**config.mk**
```make
export PLATFORM = sky130hd
export DESIGN_NAME = bffa_ctrl
export DESIGN_NICKNAME = d
export VERILOG_FILES = /design/src/sv/bffa_pkg.sv /design/src/sv/bffa_ctrl.sv
export VERILOG_INCLUDE_DIRS = /design/src /design/src/sv
export SDC_FILE = /design/constraint.sdc
export NUM_CORES = 1
export LEC_CHECK = 0
export BUFFER_PORTS_ARGS = -buffer_cell sky130_fd_sc_hd__buf_4
export CELL_PAD_IN_SITES_DETAIL_PLACEMENT = 1
export CELL_PAD_IN_SITES_GLOBAL_PLACEMENT = 1
export CORE_MARGIN = 5
export CORE_UTILIZATION = 35
export CTS_BUF_LIST = sky130_fd_sc_hd__clkbuf_2 sky130_fd_sc_hd__clkbuf_4 sky130_fd_sc_hd__clkbuf_8
export CTS_CLUSTER_DIAMETER = 30
export DETAILED_ROUTE_END_ITERATION = 10
export PLACE_DENSITY = 0.7
export SLEW_MARGIN = 20
export SYNTH_ARGS = -nofsm -noshare
export SYNTH_HDL_FRONTEND = slang
export SYNTH_SLANG_ARGS = --single-unit
```
**constraint.sdc**
```tcl
create_clock -name clock -period 10.1 [get_ports clock]
set_input_delay 0 -clock clock [delete_from_list [all_inputs] [get_ports clock]]
set_output_delay 0 -clock clock [all_outputs]
set_load 0.03 [all_outputs]
```
**src/sv/bitmap_first_fit_allocator_macros.svh**
```systemverilog
// assertion macros used by the allocator controller
`ifndef BITMAP_FIRST_FIT_ALLOCATOR_MACROS_SVH
`define BITMAP_FIRST_FIT_ALLOCATOR_MACROS_SVH

// checked on every clock edge outside reset
`define BFFA_ASSERT(lbl, prop, msg) \
   lbl: assert property (@(posedge clock) disable iff (reset) prop) \
      else $error(msg);

// checked on every clock edge, reset included
`define BFFA_ASSERT_ALWAYS(lbl, prop, msg) \
   lbl: assert property (@(posedge clock) prop) \
      else $error(msg);

`endif

```
**src/sv/bffa_pkg.sv**
```systemverilog
package bffa_pkg;

   localparam int NUM_W = 25;
   localparam logic [7:0] FULL_BYTE = 8'hFF;

   typedef enum logic [1:0] {
      STATUS_OK      = 2'd0,
      STATUS_FULL    = 2'd1,
      STATUS_OVERLAP = 2'd2
   } status_type;

   typedef enum logic [1:0] {
      CSR_INODE_MAP_SECTORS  = 2'd0,
      CSR_SECTOR_MAP_SECTORS = 2'd1,
      CSR_FIRST_DATA_SECTOR  = 2'd2
   } csr_index_type;

   typedef struct packed {
      logic        mode;
      logic [15:0] run_length;
   } req_type;

   typedef struct packed {
      logic [NUM_W-1:0] allocated_number;
      status_type       status;
   } rsp_type;

   typedef struct packed {
      logic [2:0]  inode_map_sectors;
      logic [3:0]  sector_map_sectors;
      logic [23:0] first_data_sector;
   } cfg_type;

endpackage

```
**src/sv/bffa_ctrl.sv**
```systemverilog
`include "bitmap_first_fit_allocator_macros.svh"

module bffa_ctrl #(
   parameter int SECTOR_BYTES = 512,
   parameter int INODE_MAP_SECTORS_MAX = 4,
   parameter int SECTOR_MAP_SECTORS_MAX = 8,
   localparam int IDEPTH = INODE_MAP_SECTORS_MAX * SECTOR_BYTES,
   localparam int SDEPTH = SECTOR_MAP_SECTORS_MAX * SECTOR_BYTES,
   localparam int MDEPTH = (IDEPTH > SDEPTH) ? IDEPTH : SDEPTH,
   localparam int CW = $clog2(MDEPTH + 1)
) (
   input  logic              clock,
   input  logic              reset,
   input  logic              start,
   output logic              busy,
   input  bffa_pkg::req_type req_data,
   input  bffa_pkg::cfg_type cfg,
   output logic              rsp_valid,
   output bffa_pkg::rsp_type rsp_data,
   output logic              imap_we,
   output logic              smap_we,
   output logic [CW-1:0]     map_addr,
   output logic [7:0]        map_wdata,
   input  logic [7:0]        imap_rdata,
   input  logic [7:0]        smap_rdata
);

   localparam int BW = CW + 3;
   localparam int XW = ((BW > 16) ? BW : 16) + 1;
   localparam int NW = bffa_pkg::NUM_W;

   typedef enum logic [2:0] {
      ST_CLEAR,
      ST_IDLE,
      ST_SCAN,
      ST_SETUP,
      ST_CHECK,
      ST_WRITE
   } state_type;

   function automatic logic [2:0] lowest_clear(input logic [7:0] b);
      logic [2:0] idx;
      idx = 3'd0;
      for (int k = 7; k >= 0; k--) begin
         if (!b[k]) idx = 3'(k);
      end
      return idx;
   endfunction

   function automatic logic [7:0] span_mask(input logic [2:0] lo, input logic [2:0] hi);
      logic [7:0] m;
      for (int i = 0; i < 8; i++) begin
         m[i] = (3'(i) >= lo) && (3'(i) <= hi);
      end
      return m;
   endfunction

   state_type         state_ff, state_in;
   logic [CW-1:0]     addr_ff, addr_in;
   logic [CW-1:0]     rd_addr_ff, rd_addr_in;
   logic              rd_vld_ff, rd_vld_in;
   logic              mode_ff, mode_in;
   logic [15:0]       count_ff, count_in;
   logic [CW-1:0]     limit_ff, limit_in;
   logic [CW-1:0]     byte_ff, byte_in;
   logic [2:0]        bit_ff, bit_in;
   logic [CW-1:0]     end_byte_ff, end_byte_in;
   logic [2:0]        end_bit_ff, end_bit_in;
   logic [7:0]        d0_ff, d0_in;
   logic [7:0]        dl_ff, dl_in;
   logic [NW-1:0]     number_ff, number_in;
   logic              rsp_valid_ff, rsp_valid_in;
   bffa_pkg::rsp_type rsp_ff, rsp_in;

   logic [7:0]    rdata;
   logic [2:0]    clear_bit;
   logic [7:0]    chk_mask;
   logic [7:0]    wr_mask;
   logic [7:0]    wr_base;
   logic [CW-1:0] ilimit;
   logic [CW-1:0] slimit;
   logic [BW-1:0] start_bit;
   logic [BW-1:0] nbits;
   logic [XW-1:0] remaining;
   logic [XW-1:0] end_bit_idx;

   assign rdata     = mode_ff ? smap_rdata : imap_rdata;
   assign clear_bit = lowest_clear(rdata);
   assign chk_mask  = span_mask((rd_addr_ff == byte_ff) ? bit_ff : 3'd0,
                                (rd_addr_ff == end_byte_ff) ? end_bit_ff : 3'd7);
   assign wr_mask   = span_mask((addr_ff == byte_ff) ? bit_ff : 3'd0,
                                (addr_ff == end_byte_ff) ? end_bit_ff : 3'd7);
   assign wr_base   = (addr_ff == byte_ff) ? d0_ff :
                      (addr_ff == end_byte_ff) ? dl_ff : 8'd0;

   // map sizes in bytes, saturating at the configured maximum
   assign ilimit = (32'(cfg.inode_map_sectors) > 32'(INODE_MAP_SECTORS_MAX)) ?
                   CW'(IDEPTH) : CW'(cfg.inode_map_sectors) * CW'(SECTOR_BYTES);
   assign slimit = (32'(cfg.sector_map_sectors) > 32'(SECTOR_MAP_SECTORS_MAX)) ?
                   CW'(SDEPTH) : CW'(cfg.sector_map_sectors) * CW'(SECTOR_BYTES);

   assign start_bit   = {byte_ff, bit_ff};
   assign nbits       = {limit_ff, 3'b000};
   assign remaining   = XW'(nbits) - XW'(start_bit);
   assign end_bit_idx = XW'(start_bit) + XW'(count_ff) - XW'(1);

   always_comb begin
      state_in     = state_ff;
      addr_in      = addr_ff;
      rd_addr_in   = rd_addr_ff;
      rd_vld_in    = 1'b0;
      mode_in      = mode_ff;
      count_in     = count_ff;
      limit_in     = limit_ff;
      byte_in      = byte_ff;
      bit_in       = bit_ff;
      end_byte_in  = end_byte_ff;
      end_bit_in   = end_bit_ff;
      d0_in        = d0_ff;
      dl_in        = dl_ff;
      number_in    = number_ff;
      rsp_valid_in = 1'b0;
      rsp_in       = rsp_ff;
      imap_we      = 1'b0;
      smap_we      = 1'b0;
      map_addr     = addr_ff;
      map_wdata    = 8'd0;

      unique case (state_ff)
         ST_CLEAR: begin
            imap_we = (addr_ff < CW'(IDEPTH));
            smap_we = (addr_ff < CW'(SDEPTH));
            addr_in = addr_ff + CW'(1);
            if (addr_ff == CW'(MDEPTH - 1)) begin
               state_in = ST_IDLE;
            end
         end

         ST_IDLE: begin
            if (start) begin
               mode_in  = req_data.mode;
               count_in = req_data.run_length;
               limit_in = req_data.mode ? slimit : ilimit;
               addr_in  = '0;
               if (req_data.mode && (req_data.run_length == 16'd0)) begin
                  rsp_valid_in = 1'b1;
                  rsp_in       = '{allocated_number: '0, status: bffa_pkg::STATUS_OK};
               end else if ((req_data.mode ? slimit : ilimit) == '0) begin
                  rsp_valid_in = 1'b1;
                  rsp_in       = '{allocated_number: '0, status: bffa_pkg::STATUS_FULL};
               end else begin
                  state_in = ST_SCAN;
               end
            end
         end

         ST_SCAN: begin
            // one byte issued per cycle, data of the previous address checked
            rd_addr_in = addr_ff;
            rd_vld_in  = (addr_ff < limit_ff);
            if (addr_ff < limit_ff) begin
               addr_in = addr_ff + CW'(1);
            end
            if (rd_vld_ff && (rdata != bffa_pkg::FULL_BYTE)) begin
               rd_vld_in = 1'b0;
               byte_in   = rd_addr_ff;
               bit_in    = clear_bit;
               if (!mode_ff) begin
                  imap_we      = 1'b1;
                  map_addr     = rd_addr_ff;
                  map_wdata    = rdata | (8'd1 << clear_bit);
                  rsp_valid_in = 1'b1;
                  rsp_in       = '{allocated_number: NW'({rd_addr_ff, clear_bit}),
                                   status: bffa_pkg::STATUS_OK};
                  state_in     = ST_IDLE;
               end else begin
                  state_in = ST_SETUP;
               end
            end else if (rd_vld_ff && (rd_addr_ff == limit_ff - CW'(1))) begin
               rd_vld_in    = 1'b0;
               rsp_valid_in = 1'b1;
               rsp_in       = '{allocated_number: '0, status: bffa_pkg::STATUS_FULL};
               state_in     = ST_IDLE;
            end
         end

         ST_SETUP: begin
            if (XW'(count_ff) > remaining) begin
               rsp_valid_in = 1'b1;
               rsp_in       = '{allocated_number: '0, status: bffa_pkg::STATUS_OVERLAP};
               state_in     = ST_IDLE;
            end else begin
               end_byte_in = end_bit_idx[BW-1:3];
               end_bit_in  = end_bit_idx[2:0];
               addr_in     = byte_ff;
               state_in    = ST_CHECK;
            end
         end

         ST_CHECK: begin
            number_in  = NW'(start_bit) + NW'(cfg.first_data_sector) - NW'(1);
            rd_addr_in = addr_ff;
            rd_vld_in  = (addr_ff <= end_byte_ff);
            if (addr_ff <= end_byte_ff) begin
               addr_in = addr_ff + CW'(1);
            end
            if (rd_vld_ff) begin
               if ((rdata & chk_mask) != 8'd0) begin
                  rd_vld_in    = 1'b0;
                  rsp_valid_in = 1'b1;
                  rsp_in       = '{allocated_number: '0,
                                   status: bffa_pkg::STATUS_OVERLAP};
                  state_in     = ST_IDLE;
               end else begin
                  if (rd_addr_ff == byte_ff) begin
                     d0_in = rdata;
                  end
                  if (rd_addr_ff == end_byte_ff) begin
                     // run is clear, keep the edge bytes for the write pass
                     dl_in     = rdata;
                     rd_vld_in = 1'b0;
                     addr_in   = byte_ff;
                     state_in  = ST_WRITE;
                  end
               end
            end
         end

         ST_WRITE: begin
            smap_we   = 1'b1;
            map_wdata = wr_base | wr_mask;
            addr_in   = addr_ff + CW'(1);
            if (addr_ff == end_byte_ff) begin
               rsp_valid_in = 1'b1;
               rsp_in       = '{allocated_number: number_ff, status: bffa_pkg::STATUS_OK};
               state_in     = ST_IDLE;
            end
         end

         default: begin
            state_in = ST_IDLE;
         end
      endcase
   end

   always_ff @(posedge clock) begin
      rd_addr_ff  <= rd_addr_in;
      mode_ff     <= mode_in;
      count_ff    <= count_in;
      limit_ff    <= limit_in;
      byte_ff     <= byte_in;
      bit_ff      <= bit_in;
      end_byte_ff <= end_byte_in;
      end_bit_ff  <= end_bit_in;
      d0_ff       <= d0_in;
      dl_ff       <= dl_in;
      number_ff   <= number_in;
      rsp_ff      <= rsp_in;
      if (reset) begin
         state_ff     <= ST_CLEAR;
         addr_ff      <= '0;
         rd_vld_ff    <= 1'b0;
         rsp_valid_ff <= 1'b0;
      end else begin
         state_ff     <= state_in;
         addr_ff      <= addr_in;
         rd_vld_ff    <= rd_vld_in;
         rsp_valid_ff <= rsp_valid_in;
      end
   end

   assign busy      = (state_ff != ST_IDLE);
   assign rsp_valid = rsp_valid_ff;
   assign rsp_data  = rsp_ff;

   `BFFA_ASSERT(a_wr_states, (imap_we || smap_we) |-> (state_ff == ST_CLEAR || state_ff == ST_SCAN || state_ff == ST_WRITE), "map written outside clear, scan or write")
   `BFFA_ASSERT(a_err_zero, (rsp_valid_ff && rsp_ff.status != bffa_pkg::STATUS_OK) |-> (rsp_ff.allocated_number == '0), "error beat carries a nonzero number")
   `BFFA_ASSERT(a_accept_progress, (start && !busy) |=> (busy || rsp_valid_ff), "accepted request neither started nor answered")
   `BFFA_ASSERT(a_inode_answer, (imap_we && state_ff == ST_SCAN) |=> (rsp_valid_ff && state_ff == ST_IDLE), "inode claim without a result beat")
   `BFFA_ASSERT_ALWAYS(a_clear_quiet, (state_ff == ST_CLEAR && !reset) |-> !rsp_valid_ff, "result beat during the clearing pass")

endmodule

```
======== Yosys cells after proc, flatten, opt, wreduce, memory -nomap -nowiden ========
Cells that the tools add are included.
word-level totals
  output and inout bits ................... 52
  register bits ........................... 161
cells by class
  bitwise logic cells ..................... 5
  equal/unequal tests ..................... 27
  $add $sub $neg .......................... 7
  reductions and logical operators ........ 35
  shifts and indexed selects .............. 1
  magnitude comparators ................... 39
  multiplexer cells ....................... 76
operator list
  operator                 number
  $mux W27                 10
  $mux W13                 12
  $pmux W27 S5             1
  $mux W3                  23
  $eq A13 B13 Y1           5
  $pmux W13 S5             1
  $mux W8                  5
  $add A16 B24 Y25         1
  $sub A25 B1 Y25 const B  1
  $ge A3 B3 Y1 const A     8
  $le A3 B3 Y1 const A     8
  $ne A2 B2 Y1 const B     10
  $logic_and A1 B1 Y1      19
  $pmux W3 S6              1
  $gt A16 B17 Y1           1
  $sub A16 B16 Y17         1
  $add A16 B16 Y16         1
  $logic_not A16 Y1        1
  $mux W1                  16
  $or A8 B8 Y8             2
  $pmux W8 S2              1
  $sub A16 B1 Y16 const B  1
  $add A13 B1 Y13 const B  1
  $eq A13 B12 Y1 const B   1
  other kinds (33)         59

======== Longest topological paths before layout ========
Gate-level depths: netlist (run 1).
  depth in word-level cells ............... 14
  mapped depth ............................ 18
  depth with buffers taken out ............ 17

======== Worst setup path before layout (run 1) ========
OpenSTA, ideal clock, no wires.
  kind .................................... register to register
  start point ............................. reg bit_ff[0]
  end point ............................... reg rsp_ff (netlist bit rsp_data[0]) (enable)
  cell stages (with the launch flop) ...... 16
  required time ........................... 9.688 ns
  clock period less this slack ............ 4.984 ns
  setup slack ............................. 5.116 ns
  data arrival time ....................... 4.572 ns
  cell sequence ........................... edfxtp_1 nor3_1 nand2_1 o21bai_1 a21oi_1 o21bai_1 xnor2_1 ha_1 nand3_1 nor3_1 o21ai_1 a31oi_1 a2bb2oi_1 a21oi_1 a31o_2 nor2_1
between the ends
  cells in the longest elaborated chain, start to end .. 7
  elaborated cells between the ends (all ways) .. 24
  classes of those cells .................. add/sub (1); order compare (9); eq/ne (2); mux (1); bitwise (1); reduce/logical (10)
ends and longest elaborated chain
  element                                                                   RTL line          source
  start: declaration                                                        bffa_ctrl.sv:66   logic [2:0] bit_ff, bit_in;
  start signal: assignment                                                  bffa_ctrl.sv:252  bit_ff <= bit_in;
  parallel branches: the longest is 6 deep, another holds $sub A16 B16 Y17  -
  $reduce_and A9 Y1 (no source line) (*)                                    -
  end signal: assignment                                                    bffa_ctrl.sv:258  rsp_ff <= rsp_in;
  end: declaration                                                          bffa_ctrl.sv:73   bffa_pkg::rsp_type rsp_ff, rsp_in;
Every way passes the cells marked *.
A chain may end at the register's enable or synchronous reset.

======== Worst setup path in the final report (run 1) ========
  start point ............................. reg bit_ff[0]
  end point ............................... reg rsp_ff (netlist bit rsp_data[13]) (enable)
Same word-level chain as after synthesis.

==> results of run 1 <==
[power breakdown]
group / internal [W] / leakage [nW] / total, W / switching [W]
Sequential: 0.000715 / 1.37 / 0.000757 / 0.0000419
Clock: 0.000270 / 0.205 / 0.000528 / 0.000258
Combinational: 0.000173 / 4.05 / 0.000422 / 0.000250
Total: 0.00116 / 5.63 / 0.00171 / 0.000549
[what timing repair did]
item | 4_1_cts | 5_1_grt
hold buffers | 38 | 0
hold endpoints to repair | 46 | 0
resized for setup | 0 | 0
[how the worst max path moves through the flow]
stage	start	to	cells past startpoint
after floorplan	bit_ff[0]$_DFFE_PP_	rsp_data[0]$_DFFE_PP_	15
after global placement	bit_ff[0]$_DFFE_PP_	rsp_data[18]$_DFFE_PP_	15
after detailed placement	bit_ff[0]$_DFFE_PP_	rsp_data[19]$_DFFE_PP_	15
after CTS	bit_ff[0]$_DFFE_PP_	rsp_data[11]$_DFFE_PP_	15
after global routing	bit_ff[0]$_DFFE_PP_	rsp_data[12]$_DFFE_PP_	15
final	bit_ff[0]$_DFFE_PP_	rsp_data[13]$_DFFE_PP_	15
[registers in the layout (all words and copies together) (netlist names), 4 cells and up]
name and cells:
addr_ff 13, count_ff 16, byte_ff 13, d0_ff 8, limit_ff 4, end_byte_ff 13
dl_ff 7, number_ff 25, rsp_data 27, rd_addr_ff 13
[cell families after synthesis]
| logic type | Yosys count | share of synthesized area |
|---|---|---|
| buf+inv | 214 | 0.0760 |
| xor+xnor | 100 | 0.0774 |
| compound gates | 283 | 0.175 |
| simple gates | 325 | 0.146 |
| flops | 151 | 0.385 |
| mux | 20 | 0.0194 |
| fa+ha+maj | 109 | 0.122 |
[per-stage QoR]
stage	instances	hold slack [ns]	instance area, µm²	utilization
after global routing	1755	0.0494	13400	0.422
after floorplan	1202	0.0724	11300	-
after CTS	1755	0.00912	13400	0.422
after global placement	1686	0.191	12600	0.396
final	1755	0.0417	13400	0.422
after detailed placement	1686	0.191	12600	0.396
[routing by layer]
metal,vias up,wire (µm),global-route usage
li1,4578,-,-
met1,4793,17800,0.283
met2,300,17600,0.346
met3,74,1950,0.0382
met4,4,1090,0.0651
met5,-,244,0.0495
[layout by cell type, fill, tap and decap left out, types with 10 or more instances in the layout]
cell / Yosys / routed
xor2_1: 36 / 36
nand3_1: 27 / 27
nor4_1: 13 / 13
o21ai_0: 48 / 48
a22o_1: 16 / 16
nand4_1: 15 / 15
and2_1: 14 / 14
dlygate4sd3_1: 0 / 38
a31oi_1: 10 / 10
nor2_1: 78 / 74
xnor2_1: 64 / 64
inv_1: 171 / 171
nor2b_1: 12 / 12
a21oi_1: 60 / 59
nor3_1: 31 / 30
a21o_1: 18 / 18
o21ai_1: 12 / 12
ha_1: 107 / 107
clkbuf_8: 0 / 17
dfxtp_1: 18 / 18
buf_4: 2 / 124
edfxtp_1: 133 / 133
nand2_1: 82 / 82
[worst max-delay path: cells and delay by family, from the launching register on]
kind / cells / cell delay, ns
AO/OA/AOI/OAI: 8 / 1.94
XOR/XNOR: 1 / 0.09
adder cells (fa/ha/maj): 1 / 0.31
flip-flops: 1 / 0.52
AND/OR/NAND/NOR: 5 / 2.07
[cell type report]
type	instances	area share
clock buffers	17	0.0175
clock inverters	14	0.0149
inverters	172	0.0482
multi-input cells	837	0.459
flip-flops and latches	151	0.325
well taps	402	0.0376
repair buffers	162	0.0980
==> results_dict.tcl, run 1 <==
set metrics [dict create \
    htree_levels 4 \
    post_cts_buffers 0 \
    fp.dieW_um 190 \
    die-area_um2 36000 \
    place_congestion 0.921 \
    diodes 0 \
    drv_cap 0 \
    synth_cells 1202 \
    critPathRequiredTime_ns 10.20 \
    fin_nets 1517 \
    finalMaxSlewViolations 0 \
    worstHoldPathType "in2reg" \
    antenna_found_initial 0 \
    synth_most_common_cell "inv_1" \
    hpwl_um 29800 \
    cts_buffer_depth 2 \
    synthTopCellsByArea "edfxtp_1 (35%), ha_1 (12%), inv_1 (5.7%), xnor2_1 (5.0%), dfxtp_1 (3.2%)" \
    ys_warn_count 0 \
    rr_startpoint "bit_ff[0]$_DFFE_PP_" \
    fmax_ghz 0.188 \
    p_total_w 0.00171 \
    clk_pin_slew_worst_paths_ns 0.09 \
    drive_above_1_share 0.149 \
    grt_pass1_vias 10136 \
    vias_per_cell 5.55 \
    avgSynthCellArea_um2 9.41 \
    critPathLaunchType "flop" \
    synth_ff_type "edfxtp_1" \
    core_um2 31700 \
    drtAntennaViolNets 0 \
    rows 65 \
    grt_max_degree 30 \
    drt_iter0_markers 661 \
    cp_data_arrival_time_ns 5.43 \
    root_buffer "clkbuf_8" \
    cp_slowest_cell "nor2_4" \
    grt_pass1_wl_um 59000 \
    ys_async_sr_fraction 0 \
    io_buffers 118 \
    seq_area_frac_synth 0.385 \
    maxSlewHeadroom 0.409 \
    syn_area_um2 11300 \
    clock_latency_ns 0.47 \
    worst_slew_pin_slew_ns 0.885 \
    start_util 0.357 \
    avgRoutedWirePerCell_um 22.0 \
    slowest_delay_ns 0.68 \
    r2r_cells 15 \
    yosys_register_bits 151 \
    powerDensity_nw_per_um2 128 \
    worstPathMaxFanout 28 \
    multi_input_area_um2 6140 \
    setup_tns_ns 0 \
    io_pins 119 \
    vdd.ir_drop.worst_uv 60.2 \
    skew_ns 0.0133 \
    synth_edf_count 133 \
    synth_top_cell_area_share 0.353 \
    p_leak_nw 5.63 \
    r2r_slack_ns 4.77 \
    min_to "number_ff[0]$_DFFE_PP_" \
    synth.distinct_cells 89 \
    place_ws_ns 4.82 \
    fillers 3663 \
    grt_usage 0.212 \
    drc_errors 0 \
    worst_hold_startpoint "cfg[0]" \
    vias 9749 \
    finalSetupViolCount 0 \
    die_y_um 190 \
    synth_common_cells "inv_1 (171), edfxtp_1 (133), ha_1 (107)" \
    synth_fp_nets 1378 \
    grt-ovfl-total 0 \
    drt-total-wl_um 38600 \
    path_cells "nor3_1 -> nand2_1 -> o21bai_1 -> a21oi_1 -> o21bai_1 -> xnor2_1 -> ha_1 -> nand3_1 -> nor3_1 -> o21ai_1 -> a31oi_1 -> a2bb2oi_1 -> a21oi_4 -> a31o_2 -> nor2_4" \
    hold_violations 0 \
    rsz0062_at_grt "no" \
    syn_to_final_growth_pct 18.3 \
    seqCellArea_um2 4350 \
    dr.pass1.iters 5 \
    fin_crit_ns 5.33 \
    synth_top_cell_by_area "edfxtp_1" \
    cts_tree "built" \
    fin_ws_ns 4.77 \
    end_kind "flop" \
    finalCritPeriodShare 0.528 \
    outcome "completed" \
    hold_depth 4 \
    cts-buffers-inserted 17 \
    cts_sinks 151 \
    reg2reg_to "rsp_data[13]$_DFFE_PP_" \
    path_class "reg2reg" \
]
No activity file was read; power rests on OpenSTA's default activity.
==> run 2: changes to the inputs <==
Settings changed: ABC_AREA set to 1, PLACE_DENSITY 0.7 to 0.72.
Clock period 10.1 ns to 5.55 ns, I/O delays scaled along.
==> results_dict.tcl, run 2 <==
set metrics [dict create \
    synth_most_common_cell "nand2_1" \
    crit_top_cell "nand2_1" \
    layout_commonest_cell "nand2_1" \
    path_cells "nor3_1 -> nand3_1 -> nor3_1 -> nand2_1 -> nor4_2 -> a31o_2 -> nand2_1 -> nand2_1 -> a21oi_1 -> xor2_1 -> ha_1 -> nand3_1 -> nor2_2 -> nand3_1 -> nand3_2 -> nand2_1 -> nand2_1 -> nand2_1 -> inv_1 -> nand2_1 -> inv_1 -> buf_4" \
    hpwl_um 30100 \
    synth_top_cell_by_area "edfxtp_1" \
    maxSlewHeadroom 0.377 \
    cp_data_arrival_time_ns 4.99 \
    synth_common_cells "nand2_1 (300), inv_1 (251), edfxtp_1 (133)" \
    dr.pass1.iters 4 \
    drt_iter0_markers 568 \
    top_usage_layer "met2" \
    clock_latency_ns 0.49 \
    drc_errors 0 \
    avgSynthCellArea_um2 8.12 \
    grt-ovfl-total 0 \
    end_kind "flop" \
    cts_buffer_depth 2 \
    synth_edf_count 133 \
    hold_slack_ns 0.0374 \
    drtAntennaViolNets 0 \
    worstHoldPathType "in2reg" \
    synth_ff_type "edfxtp_1" \
    drv_cap 0 \
    start_util 0.355 \
    fp.dieW_um 189 \
    dp_cells 1876 \
    vias 10081 \
    io_buffers 118 \
    p_total_w 0.00240 \
    met1_usage 0.282 \
    cts_sinks 151 \
    grt_usage 0.214 \
    met3_usage 0.0348 \
    final_cells 1943 \
    rsz0062_at_grt "no" \
    cts-buffers-inserted 17 \
    critPathLaunchType "flop" \
    setup_tns_ns 0 \
    seq_area_frac_synth 0.389 \
    syn_area_um2 11200 \
    outcome "completed" \
    syn_to_final_growth_pct 18.4 \
    yosys_register_bits 151 \
    slowest_delay_ns 0.52 \
    largest_register_ffs 27 \
    use_met2 0.366 \
    skew_ns 0.0223 \
    antenna_found_initial 0 \
    synth_top_cell_area_share 0.357 \
    finalCritPeriodShare 0.869 \
    hold_violations 0 \
    htree_levels 4 \
    p_sw_frac 0.246 \
    synth.distinct_cells 53 \
    p_leak_nw 6.08 \
    post-route-util 0.420 \
    clockPowerShare 0.390 \
    worstPathMaxFanout 17 \
    finalSetupViolCount 0 \
    post_cts_buffers 0 \
    vias_per_cell 5.19 \
    clk_pin_slew_worst_paths_ns 0.09 \
    p_sw_w 0.000592 \
    powerDensity_nw_per_um2 181 \
    die-area_um2 35700 \
    ys_async_sr_fraction 0 \
    fin_crit_ns 4.83 \
    worst_slew_pin_slew_ns 0.931 \
    grt_pass1_vias 10474 \
    rows 65 \
    cp_slowest_cell "edfxtp_1" \
    grt_max_degree 42 \
    power_frac_comb 0.096 \
    fmax_ghz 0.207 \
    synth_cells 1379 \
    synth_fp_nets 1555 \
    avgRoutedWirePerCell_um 19.6 \
    p_seq_frac 0.514 \
    drt-total-wl_um 38100 \
    critPathRequiredTime_ns 5.72 \
    final_cell_mix "nand2_1 (300), inv_1 (251), edfxtp_1 (133)" \
    io_pins 119 \
    die_y_um 189 \
    cts_tree "built" \
    fin_nets 1704 \
    finalMaxSlewViolations 0 \
    cts_resized 0 \
    vdd.ir_drop.worst_uv 105 \
    path_class "reg2reg" \
    grt_pass1_wl_um 59700 \
    p_int_w 0.00181 \
    drive_above_1_share 0.138 \
    place_congestion 0.907 \
    diodes 0 \
    core_um2 31600 \
    root_buffer "clkbuf_8" \
    synthTopCellsByArea "edfxtp_1 (36%), ha_1 (12%), nand2_1 (10%), inv_1 (8.4%), xor2_1 (4.2%)" \
    ys_warn_count 0 \
]
==> run 2: cell types whose count changed in the layout (fill, tap and decap cells not counted), sizes merged, moves of 21 or more <==
| cell | delta |
|---|---|
| o21ai | +39 |
| nand2 | +227 |
| a21oi | +22 |
| inv | +91 |
| xnor2 | -40 |
| nand3 | +21 |
==> run 2: per-layer routing <==
metal	wire, µm	vias to the layer above
met5	0	-
met4	793	0
met3	1840	42
met2	18400	264
met1	17100	4922
li1	-	4853
==> run 2: stage by stage <==
step	worst slack [ns]	instance area, µm²
final	0.725	13200
after global routing	0.296	13200
after CTS	0.703	13200
after detailed placement	0.737	12500
after global placement	1.04	12500
after floorplan	1.68	11200
==> run 2: path summary, 6_finish.rpt <==
| check | slack [ns] | endpoint | from | depth (start not counted) |
|---|---|---|---|---|
| hold reg to reg | 0.54 | rsp_data[2]$_DFFE_PP_ | number_ff[0]$_DFFE_PP_ | 2 |
| setup / recovery | 0.72 | rsp_data[25]$_DFFE_PP_ | bit_ff[0]$_DFFE_PP_ | 22 |
| hold / removal | 0.04 | number_ff[21]$_DFFE_PP_ | cfg[20] | 3 |
| setup reg to reg | 0.72 | rsp_data[25]$_DFFE_PP_ | bit_ff[0]$_DFFE_PP_ | 22 |
==> run 2: kinds of logic after synthesis <==
group | share of synthesized area
muxes | 0.000894
xor gates and xnor gates | 0.0610
AOI/OAI and AO/OA | 0.114
DFF | 0.389
and+or+nand+nor | 0.208
adders and majority gates | 0.123
buffers and inverters | 0.104
==> run 2: power by group through the flow <==
stage	logic, W	registers (W)	clock network, W
floorplan	0.000122	0.00126	0
CTS	0.000231	0.00124	0.000953
global route	0.000257	0.00124	0.00100
finish	0.000230	0.00124	0.000937
global placement	0.000204	0.00126	0
detailed placement	0.000209	0.00126	0
==> run 2: layout make-up <==
| class | instances | area, µm² |
|---|---|---|
| inverter | 266 | 1000 |
| sequential | 151 | 4350 |
| clock buffer | 21 | 270 |
| multi-input combinational | 933 | 5690 |
| fill | 3817 | 18300 |
| clock inverter | 11 | 151 |
| tap | 402 | 503 |
| timing repair buffer | 159 | 1280 |
==> run 2: critical path: cells and delay by family, from the launching register on <==
family / cells / cell delay [ns]
and+or+nand+nor: 15 / 2.27
buffers and inverters: 3 / 0.86
xor gates and xnor gates: 1 / 0.17
adders and majority gates: 1 / 0.34
DFF: 1 / 0.52
AOI/OAI and AO/OA: 2 / 0.33
==> run 2: repair_timing <==
| action | in CTS | in global routing |
|---|---|---|
| endpoints found under the hold margin | 49 | 0 |
| hold buffers | 35 | 0 |
| endpoints found under the setup margin | 0 | 0 |
==> run 3: changes to the inputs <==
==> constraint.sdc (replaced) <==
create_clock -name clock -period 5.55 [get_ports clock]
set_input_delay 0.8325 -clock clock [delete_from_list [all_inputs] [get_ports clock]]
set_output_delay 0.8325 -clock clock [all_outputs]
set_load 0.03 [all_outputs]
==> results_dict.tcl, run 3 (synthesized netlist as in run 2, its figures left out) <==
set metrics [dict create \
    outcome "completed" \
    grt-ovfl-total 0 \
    core_um2 31600 \
    dp_cells 1875 \
    setup_tns_ns 0 \
    crit_family "simple AND/OR/NAND/NOR gates" \
    p_total_w 0.00226 \
    critPathLaunchType "flop" \
    place_congestion 0.907 \
    crit_buf_inv 4 \
    post_cts_buffers 0 \
    die_y_um 189 \
    worstPathMaxFanout 28 \
    drt_iter0_markers 617 \
    dr.pass1.iters 5 \
    final_cell_mix "nand2_1 (300), inv_1 (251), edfxtp_1 (133)" \
    hpwl_um 29800 \
    hold_violations 0 \
    path_cells "inv_4 -> or2_0 -> o21ai_0 -> inv_1 -> nand2_1 -> nor2_1 -> a21oi_2 -> nand2_1 -> nor2_8 -> inv_1 -> o21ai_0 -> buf_4" \
    finalCritPeriodShare 0.875 \
    p_int_w 0.00167 \
    io_pins 119 \
    final_cells 1907 \
    io_buffers 118 \
    avgRoutedWirePerCell_um 19.5 \
    fmax_ghz 0.206 \
    drt-total-wl_um 37100 \
    cp_data_arrival_time_ns 4.02 \
    cp_slowest_cell "edfxtp_1" \
    postCtsHoldBufs 0 \
    drc_errors 0 \
    worst_slew_pin_slew_ns 0.965 \
    drv_cap 0 \
    largest_register_ffs 27 \
    clk_pin_slew_worst_paths_ns 0.09 \
    grt_usage 0.207 \
    diodes 0 \
    p_sw_w 0.000583 \
    layout_commonest_cell "nand2_1" \
    path_class "reg2out" \
    vdd.ir_drop.worst_uv 128 \
    clock_latency_ns 0.48 \
    grt_max_degree 42 \
    skew_ns 0.0269 \
    slowest_delay_ns 0.72 \
    maxSlewHeadroom 0.354 \
    grt_pass1_wl_um 57700 \
    root_buffer "clkbuf_8" \
    start_util 0.355 \
    drtAntennaViolNets 0 \
    powerDensity_nw_per_um2 176 \
    clockPowerShare 0.362 \
    critPathRequiredTime_ns 4.72 \
    fp.dieW_um 189 \
    end_kind "output port" \
    rsz0062_at_grt "no" \
    worstHoldPathType "reg2reg" \
    fin_nets 1668 \
    post-route-util 0.406 \
    rows 65 \
    vias 9877 \
    cts_sinks 151 \
    htree_levels 4 \
    cts_resized 0 \
    power_frac_comb 0.091 \
    fin_crit_ns 4.86 \
    grt_pass1_vias 10255 \
    cts_tree "built" \
    finalMaxSlewViolations 0 \
    syn_to_final_growth_pct 14.5 \
    cts_buffer_depth 2 \
    p_sw_frac 0.258 \
    fillers 3874 \
    drive_above_1_share 0.138 \
    die-area_um2 35700 \
    antenna_found_initial 1 \
    vias_per_cell 5.18 \
    finalSetupViolCount 0 \
    fin_ws_ns 0.693 \
    p_leak_nw 5.89 \
    cts-buffers-inserted 17 \
    place_ws_ns 0.892 \
    p_seq_frac 0.548 \
]
-- run 3: changes by cell type in the layout (fill, tap and decap cells not counted), sizes merged --
cell	before	now
dlygate4sd3	35	0
clkinv	5	9
clkbuf	21	18
bufinv	3	1
buf	124	123
inv	265	266
-- run 3: path summary, 6_finish.rpt --
kind	to	depth (start not counted)	slack, ns	start
hold reg to reg	rsp_data[3]$_DFFE_PP_	2	0.53	number_ff[1]$_DFFE_PP_
setup reg to reg	addr_ff[7]$_SDFFE_PP0P_	20	0.84	bit_ff[2]$_DFFE_PP_
setup / recovery	map_wdata[4]	12	0.69	mode_ff$_DFFE_PP_
hold / removal	rsp_data[3]$_DFFE_PP_	2	0.53	number_ff[1]$_DFFE_PP_
-- run 3: power groups by stage --
stage	clock network (W)	logic (W)	registers [W]
floorplan	0	0.000122	0.00126
global placement	0	0.000199	0.00126
detailed placement	0	0.000205	0.00126
CTS	0.000831	0.000207	0.00124
global route	0.000879	0.000232	0.00124
finish	0.000816	0.000205	0.00124
-- run 3: layer usage --
layer  wire, µm  up-vias  share of wire  GRT usage
li1           -     4784              -          -
met1      17100     4792           0.46      0.275
met2      17400      257           0.47      0.344
met3       1780       44          0.048     0.0396
met4        865        0          0.023     0.0628
met5          0        -              0          0
-- run 3: worst reg2reg max path, cell delays in order, from the launching register on --
cell and delay [ns]:
edfxtp_1 0.56, nor3_1 0.42, nand3_1 0.21, nor3_1 0.31, nand2_1 0.15, nor4_2 0.25, a31o_2 0.25, nand2_1 0.05
nand2_1 0.06, a21oi_1 0.06, xor2_1 0.15, ha_1 0.32, nand3_1 0.14, nor2_1 0.05, nor2_1 0.13, nand3_2 0.09
nand3_2 0.11, nand2_2 0.21, nor2_1 0.80, nand2_1 0.17, a21oi_2 0.14
-- run 3: final cells by class --
type | instances | area [µm²] | area share
clock buffer | 18 | 241 | 0.0188
clock inverter | 14 | 108 | 0.00839
inverter | 266 | 1000 | 0.0781
multi-input combinational | 933 | 5690 | 0.444
sequential | 151 | 4350 | 0.340
tap | 402 | 503 | 0.0392
timing repair buffer | 123 | 923 | 0.0720
-- run 3: through the flow --
step / hold WS (ns) / area [µm²]
floorplan: 0.436 / 11200
global placement: 0.526 / 12500
detailed placement: 0.529 / 12500
CTS: 0.521 / 12800
global route: 0.509 / 12800
finish: 0.534 / 12800
